**config.mk**
```make
export PLATFORM = sky130hd
export DESIGN_NAME = led_pattern_sequencer
export DESIGN_NICKNAME = d
export VERILOG_FILES = /design/src/hw/rtl/led_seq_pkg.sv /design/src/hw/rtl/led_seq_step.sv /design/src/hw/rtl/led_pattern_sequencer.sv
export SDC_FILE = /design/constraint.sdc
export NUM_CORES = 1
export LEC_CHECK = 0
export ABC_AREA = 0
export BUFFER_PORTS_ARGS = -buffer_cell sky130_fd_sc_hd__buf_2
export CORE_ASPECT_RATIO = 2
export CORE_MARGIN = 10
export CORE_UTILIZATION = 55
export CTS_CLUSTER_DIAMETER = 150
export DETAILED_ROUTE_END_ITERATION = 7
export PLACE_DENSITY = 0.81
export SETUP_SLACK_MARGIN = 0.3
export SLEW_MARGIN = 15
export SYNTH_ARGS = -nofsm -noshare
export SYNTH_HDL_FRONTEND = slang
export SYNTH_SLANG_ARGS = --single-unit
```
**constraint.sdc**
```tcl
create_clock -name clk -period 8.45 [get_ports clk]
set_input_delay 2.535 -clock clk [delete_from_list [all_inputs] [get_ports clk]]
set_output_delay 2.535 -clock clk [all_outputs]
set_load 0.02 [all_outputs]
```
**src/hw/rtl/led_seq_pkg.sv**
```systemverilog
// Shared types and constants for the LED pattern sequencer.
// No dependencies; used by led_seq_step and led_pattern_sequencer.
`default_nettype none

package led_seq_pkg;

  localparam int unsigned PeriodW = 10;
  localparam int unsigned PosW    = 3;
  localparam int unsigned LedW    = 8;

  localparam logic [PeriodW-1:0] PERIOD_RESET = 10'd100;
  localparam logic [PeriodW-1:0] COUNT_MAX    = 10'd1023;

  localparam logic [LedW-1:0] LED_LSB      = 8'h01;
  localparam logic [LedW-1:0] LED_MSB      = 8'h80;
  localparam logic [LedW-1:0] LED_MID_HIGH = 8'h10;
  localparam logic [LedW-1:0] LED_MID_LOW  = 8'h08;

  typedef enum logic [2:0] {
    MODE_SHIFT_LEFT  = 3'd0,
    MODE_SHIFT_RIGHT = 3'd1,
    MODE_FILL_LEFT   = 3'd2,
    MODE_OFF_A       = 3'd3,
    MODE_FILL_WRAP   = 3'd4,
    MODE_OFF_B       = 3'd5,
    MODE_FLOWER_OPEN = 3'd6,
    MODE_FLOWER_CLOSE = 3'd7
  } mode_t;

  typedef struct packed {
    logic [PeriodW-1:0] count;
    mode_t              mode;
    logic [PosW-1:0]    pos;
    logic [LedW-1:0]    port;
  } seq_state_t;

endpackage

`default_nettype wire

```
**src/hw/rtl/led_seq_step.sv**
```systemverilog
// Next-state logic of the LED pattern sequencer for one request.
// Depends on led_seq_pkg.
`default_nettype none

module led_seq_step (
  input  led_seq_pkg::seq_state_t              cur,
  input  logic                                 tick,
  input  logic [led_seq_pkg::PeriodW-1:0]      period,
  output led_seq_pkg::seq_state_t              nxt
);
  import led_seq_pkg::*;

  logic [PeriodW-1:0] period_eff;
  logic [PeriodW-1:0] count1;
  mode_t              mode1;
  logic [LedW-1:0]    port1;
  logic [PosW-1:0]    p;
  logic [PosW-1:0]    pos_next;
  logic [LedW-1:0]    port_step;
  logic [LedW-1:0]    bloom;
  logic [LedW-1:0]    close_mask;

  always_comb begin
    period_eff = (period == '0) ? {{(PeriodW-1){1'b0}}, 1'b1} : period;

    // saturating tick counter
    count1 = (tick && (cur.count != COUNT_MAX)) ? cur.count + 1'b1 : cur.count;

    // all-off modes clear the port and move on without waiting
    mode1 = cur.mode;
    port1 = cur.port;
    if (cur.mode == MODE_OFF_A || cur.mode == MODE_OFF_B) begin
      port1 = '0;
      mode1 = mode_t'(cur.mode + 3'd1);
    end

    p          = cur.pos;
    pos_next   = p + 1'b1;
    bloom      = (LED_MID_HIGH << p) | (LED_MID_LOW >> p);
    close_mask = (LED_MSB >> p) | (LED_LSB << p);
    case (mode1)
      MODE_SHIFT_LEFT:   port_step = LED_LSB << p;
      MODE_SHIFT_RIGHT:  port_step = LED_MSB >> p;
      MODE_FILL_LEFT:    port_step = port1 | (LED_LSB << p);
      MODE_FILL_WRAP: begin
        port_step = port1 | (LED_LSB << p);
        pos_next  = p - 1'b1;
      end
      MODE_FLOWER_OPEN:  port_step = port1 | bloom;
      MODE_FLOWER_CLOSE: port_step = port1 & ~close_mask;
      default:           port_step = '0;
    endcase

    nxt.count = count1;
    nxt.mode  = mode1;
    nxt.pos   = cur.pos;
    nxt.port  = port1;
    if (count1 >= period_eff) begin
      nxt.count = '0;
      nxt.port  = port_step;
      nxt.pos   = pos_next;
      if (pos_next == '0) begin
        nxt.mode = mode_t'(mode1 + 3'd1);
      end
    end
  end

endmodule

`default_nettype wire

```
**src/hw/rtl/led_pattern_sequencer.sv**
```systemverilog
// Top level of the 8-LED chaser pattern sequencer.
// Depends on led_seq_pkg and led_seq_step.
`default_nettype none

// Eight-LED chaser paced by millisecond ticks. Each request on the tick
// channel carries one bit (1 = a millisecond elapsed) and yields exactly one
// result on the led channel: the LED drive bits after that request. When the
// tick count reaches step_period_ms (0 acts as 1), the current mode takes one
// step; after eight steps the mode advances through shift left, shift right,
// fill left, off, fill 0,7,6..1, off, flower open, flower close. Off modes
// clear the LEDs and advance on the next request without waiting. The block
// takes one request per clock unless the output is stalled: a request is
// registered, then the state update and result land in the output register;
// a stalled output register holds only the stage behind it. step_period_ms
// must be written through step_period_ms_we while idle, which the block does
// not enforce; reset value is 100, reset mode is shift right with LEDs off.
module led_pattern_sequencer (
  input  logic                             clk,
  input  logic                             rst,
  // request channel
  input  logic                             tick_valid,
  output logic                             tick_stall,
  input  logic                             tick,
  // result channel
  output logic                             led_valid,
  input  logic                             led_stall,
  output logic [led_seq_pkg::LedW-1:0]     led_pattern,
  // configuration
  input  logic                             step_period_ms_we,
  input  logic [led_seq_pkg::PeriodW-1:0]  step_period_ms
);
  import led_seq_pkg::*;

  logic [PeriodW-1:0] period;
  seq_state_t         state;
  seq_state_t         state_next;

  // input register
  logic in_valid;
  logic in_tick;

  // the output register can take a new result this cycle
  logic advance;

  assign advance    = !(led_valid && led_stall);
  assign tick_stall = in_valid && !advance;

  always_ff @(posedge clk) begin
    if (rst) begin
      period <= PERIOD_RESET;
    end else if (step_period_ms_we) begin
      period <= step_period_ms;
    end
  end

  always_ff @(posedge clk) begin
    if (rst) begin
      in_valid <= 1'b0;
    end else if (!tick_stall) begin
      in_valid <= tick_valid;
    end
  end

  always_ff @(posedge clk) begin
    if (!tick_stall && tick_valid) begin
      in_tick <= tick;
    end
  end

  led_seq_step u_step (
    .cur    (state),
    .tick   (in_tick),
    .period (period),
    .nxt    (state_next)
  );

  // state and output register move together, once per registered request
  always_ff @(posedge clk) begin
    if (rst) begin
      state.count <= '0;
      state.mode  <= MODE_SHIFT_RIGHT;
      state.pos   <= '0;
      state.port  <= '0;
      led_valid   <= 1'b0;
    end else if (advance) begin
      led_valid <= in_valid;
      if (in_valid) begin
        state <= state_next;
      end
    end
  end

  assign led_pattern = state.port;

endmodule

`default_nettype wire

```
=== After elaboration in Yosys (flattened, before gate mapping) ===
Index checks and enable logic that the tools add are counted.

* Bitwise operators: 7
* Reductions and logical operators: 12
* Equal/unequal tests: 8
* Mux-type cells: 8
* $lt $le $gt $ge: 1
* Shift-type cells: 4
* Add/sub/neg operators: 5

{| class="wikitable"
|+ Operator list
! operator !! number
|-
| $pmux 8 s5 || 1
|-
| $or 8x8->8 || 4
|-
| $mux 24 || 1
|-
| $mux 10 || 2
|-
| $eq 3x3->1 const B || 4
|-
| $add 10x1->10 const B || 1
|-
| $ge 10x10->1 || 1
|-
| $logic_not 10->1 || 1
|-
| $ne 10x10->1 const B || 1
|-
| $add 3x1->3 const B || 3
|-
| $mux 3 || 3
|-
| $and 8x8->8 || 1
|-
| $mux 8 || 1
|-
| $not 8->8 || 1
|-
| $shl 1x3->8 const A || 1
|-
| $shl 5x3->8 const A || 1
|-
| $shr 4x3->8 const A || 1
|-
| $shr 8x3->8 const A || 1
|-
| $eq 3x2->1 const B || 2
|-
| $logic_not 3->1 || 2
|-
| $logic_and 1x1->1 || 4
|-
| $eq 3x1->1 const B || 1
|-
| $reduce_and 3->1 || 1
|-
| $sub 3x1->3 const B || 1
|-
| other kinds (5) || 5
|}

* Bits in registers: 37
* Word-level logic and storage cells: 53
* Output and inout bits: 10
* Input port bits: 16

=== Logic depth before layout (Yosys ltp) ===
* Word-level depth: 8
* Gate-level depth with buffers: 14
* Gate-level depth less buffers: 13

=== Hierarchy ===
Synthesis repeated with hierarchy kept, for this count alone.

* Cell total of the unflattened synthesis: 360
* Area, all modules: 3066.7 µm²

{| class="wikitable"
|+ Modules (own cells, without submodules)
! module !! times used !! area an instance (µm²) !! cells each !! seq. area each (µm²)
|-
| led_pattern_sequencer || 1 || 1610.3 || 155 || 750.7
|-
| led_seq_step || 1 || 1456.4 || 205 || 0.0
|}

=== Worst setup path after synthesis ===
No wires, ideal clock.

* Path type: input to output
* From: input led_stall
* To: output tick_stall
* Slack: 3.094 ns
* Cell stages on the path: 1
* Arrival: 2.821 ns
* Data required time: 5.915 ns
* Path buffers: 0
* Cells stage by stage: and3_1

* Cells in the longest elaborated chain, start to end: 2

{| class="wikitable"
|+ RTL lines
! item !! RTL line !! text
|-
| start: declaration || led_pattern_sequencer.sv:26 || <nowiki>input logic led_stall,</nowiki>
|-
| $logic_and 1x1->1 || led_pattern_sequencer.sv:45 || <nowiki>assign advance = !(led_valid && led_stall);</nowiki>
|-
| $logic_and 1x1->1 || led_pattern_sequencer.sv:46 || <nowiki>assign tick_stall = in_valid && !advance;</nowiki>
|-
| end: declaration || led_pattern_sequencer.sv:22 || <nowiki>output logic tick_stall,</nowiki>
|}

Every way passes these cells.

=== Worst setup path in the final report ===
Ends and elaborated chain as after synthesis.

==> flow_summary_export.csv <==
group,metric,value,unit
synth,netlist_area,0.00255,sq mm
floorplan,die_w,68.2,um
clock_network,postCtsHoldBufs,0,
synth,synthSimpleGateAreaFrac,0.242,
min_path,hp-start,"led_pattern[2]",
synth,yosys-mux-area-fraction,0.0402,
global_route,grt_pass1_wl,10700,um
synth,synth_edf_count,1,
critical_path,worst_ep_arrival_time,3010,ps
detailed_routing,antenna_left,0,
cells_and_area,drive_gt1_frac,0.132,
global_route,grt_max_degree,30,
floorplan,die_h,116,um
floorplan,die-area,0.00794,sq mm
power_and_ir_drop,p_leak,1.20,nW
clock_network,root_buffer,"clkbuf_8",
cells_and_area,num_antenna_cells,0,
timing,fin_crit,5540,ps
power_and_ir_drop,power_frac_comb,0.089,
min_path,hold_path_end,"led_pattern[2]",
timing,hold_viol,0,
cells_and_area,area_delta_synth_final,6.32,%
floorplan,fp.coreArea,0.00455,sq mm
power_and_ir_drop,seq_power_share,0.521,
synth,synth_compound_area_frac,0.220,
global_route,grt_pass1_vias,2399,
status,status,"finished clean",
timing,fin_skew,16.5,ps
synth,syn_inst,325,
clock_network,cts_buffers,5,
critical_path,r2r-end,"state[14]",
timing,tns,0,ps
detailed_routing,drtPass1Iterations,4,
global_route,antenna_found_initial,0,
synth,yosysWarnings,0,
critical_path,r2r_setup_slack,4660,ps
critical_path,critPathKind,"input port to output pin",
synth,netlist_top_cells_area,"dfxtp_1, ha_1, nand2_1",
min_path,hp-class,"flip-flop to flip-flop",
run,drv_cap,0,
clock_network,cts.path.max_buffers,2,
clock_network,clock_latency,310,ps
cells_and_area,multi_input_area,0.00160,sq mm
timing,period_share,0.656,
clock_network,htreeDepth,2,
timing,rsz0062_at_grt,"no",
global_route,grt_use_total,0.169,
critical_path,reg2reg_depth,13,
clock_network,cts_resized,0,
synth,synthArstFlopShare,0,
global_route,overflow,0,
synth,synth_top_family_by_area,"simple AND/OR/NAND/NOR gates",
critical_path,worst-path-max-fanout,3,
synth,synth_top_area_cell,"dfxtp_1",
synth,synth_xor_area_frac,0.0206,
timing,relSlewSlack,0.512,
synth,yosysTopAreaCellShare,0.282,
synth,synth_fa_ha_area_frac,0.101,
synth,syn_nets,361,
placed_design,placement.io_buffers,25,
synth,ys.flop_type,"dfxtp_1",
power_and_ir_drop,p_clk_frac,0.391,
synth,seq_area_frac_synth,0.294,
synth,syn_area_per_cell,7.86,sq um
timing,setup_viol_count_final,0,
placed_design,hpwlAfterDp,4840,um
power_and_ir_drop,vdd_drop_max,135,uV
cells_and_area,seq_area,751,sq um
detailed_routing,drt_iter0_drc,97,
timing,tightest_slew,730,ps
power_and_ir_drop,powerDensity,130,mW/mm^2
synth,synth_cell_types,56,
detailed_routing,drc,0,
clock_network,cts.sinks,37,
cells_and_area,fill_cells,447,
synth,ys_ff_latch,37,
timing,fmax,180,MHz
clock_network,cts.clk_slew.worst_paths,80,ps
floorplan,io_pins,26,
placed_design,place.gp.congestion,0.965,
power_and_ir_drop,swShare,0.268,
critical_path,required,5920,ps
cells_and_area,final_nets,368,
cells_and_area,fin_util,0.596,
timing,drv_slew,0,
floorplan,start_util,0.561,
clock_network,cts_tree,"yes",
floorplan,rows,35,
clock_network,post_cts_buffers,0,
detailed_routing,route.vias.total,2362,
cells_and_area,fin_cells,388,
detailed_routing,wl_per_cell,16.3,um
power_and_ir_drop,p_int,0.258,mW
detailed_routing,viasPerCell,6.09,
power_and_ir_drop,switchingPower,0.0946,mW
critical_path,start_kind,"input port",
min_path,hold_path_depth,1,
critical_path,r2r_start,"state[14]",
detailed_routing,routed_wl,6320,um
placed_design,post-place-cells,380,
critical_path,worst_setup_path_end_kind,"output pin",
## state kept, by name, indices dropped and copies added (netlist names)
register     cells
period          10
state           16
led_valid        1
led_pattern      8
in_valid         1
in_tick          1
## Yosys cell counts (4+ instances only)
library cell  instances
a211oi_1              4
a21oi_1              17
a31oi_1               7
and2_1                6
and3_1                5
buf_2                 4
buf_4                 8
clkbuf_1             13
dfxtp_1              36
ha_1                 19
inv_1                18
mux2i_1               8
nand2_1              35
nand3_1              18
nor2_1               32
nor2b_1               6
nor3_1                7
o211ai_1              6
o21ai_0               7
o22ai_1               4
o2bb2ai_1             4
## metal layers
layer / GRT usage / routed length (um)
met5: 0 / 0
met4: 0.0999 / 281
met3: 0.0346 / 284
met2: 0.309 / 3440
met1: 0.163 / 2320
## power by group through the flow
stage,clock [mW],combinational [mW],sequential (mW)
floorplan,0,0.0221,0.187
global placement,0,0.0301,0.187
detailed placement,0,0.0314,0.188
CTS,0.140,0.0315,0.184
global route,0.145,0.0360,0.184
finish,0.138,0.0313,0.184
## critical path, cell delays in order
cell,delay (ps)
buf_2,110
and3_1,200
buf_2,160
## worst max path at each step
stage,start,endpoint,slack (ps),depth (start not counted)
floorplan,led_stall,tick_stall,3090,1
global placement,led_stall,tick_stall,2920,3
detailed placement,led_stall,tick_stall,2910,3
CTS,led_stall,tick_stall,2910,3
global route,led_stall,tick_stall,2890,3
finish,led_stall,tick_stall,2910,3
## cells by family after synthesis
logic type                 Yosys count
DFF                                 37
AOI/OAI and AO/OA                   79
xor gates and xnor gates             6
buffers and inverters               45
muxes                               10
and+or+nand+nor                    128
adders and majority gates           20
## area by class of cell
class	instances	share of cell area
repair buffers	25	0.0461
clock inverters	2	0.00507
well taps	55	0.0253
clock buffers	6	0.0304
multi-input cells	243	0.587
flip-flops and latches	37	0.276
inverters	20	0.0295
## placed cells by master, fill, tap and decap left out, drive strengths merged, types with 4 or more instances in the layout
cell type,count
dfxtp,36
nand2,36
nor2,32
buf,25
ha,19
inv,19
a21oi,19
nand3,18
o21ai,9
mux2i,8
nor3,8
a31oi,7
nor2b,6
and2,6
o211ai,6
clkbuf,6
a211oi,6
and3,5
o2bb2ai,4
o22ai,4
## metrics by stage
step	instance area, sq um	hold WS, ps	total power, mW	setup WS (ps)
2_1_floorplan	2550	434	0.209	3090
3_3_place_gp	2620	440	0.218	2920
3_5_place_dp	2620	446	0.219	2910
4_1_cts	2720	471	0.355	2910
5_1_grt	2720	484	0.365	2890
6_report	2720	470	0.353	2910
Note: power is estimated with default switching activity, not from simulation.
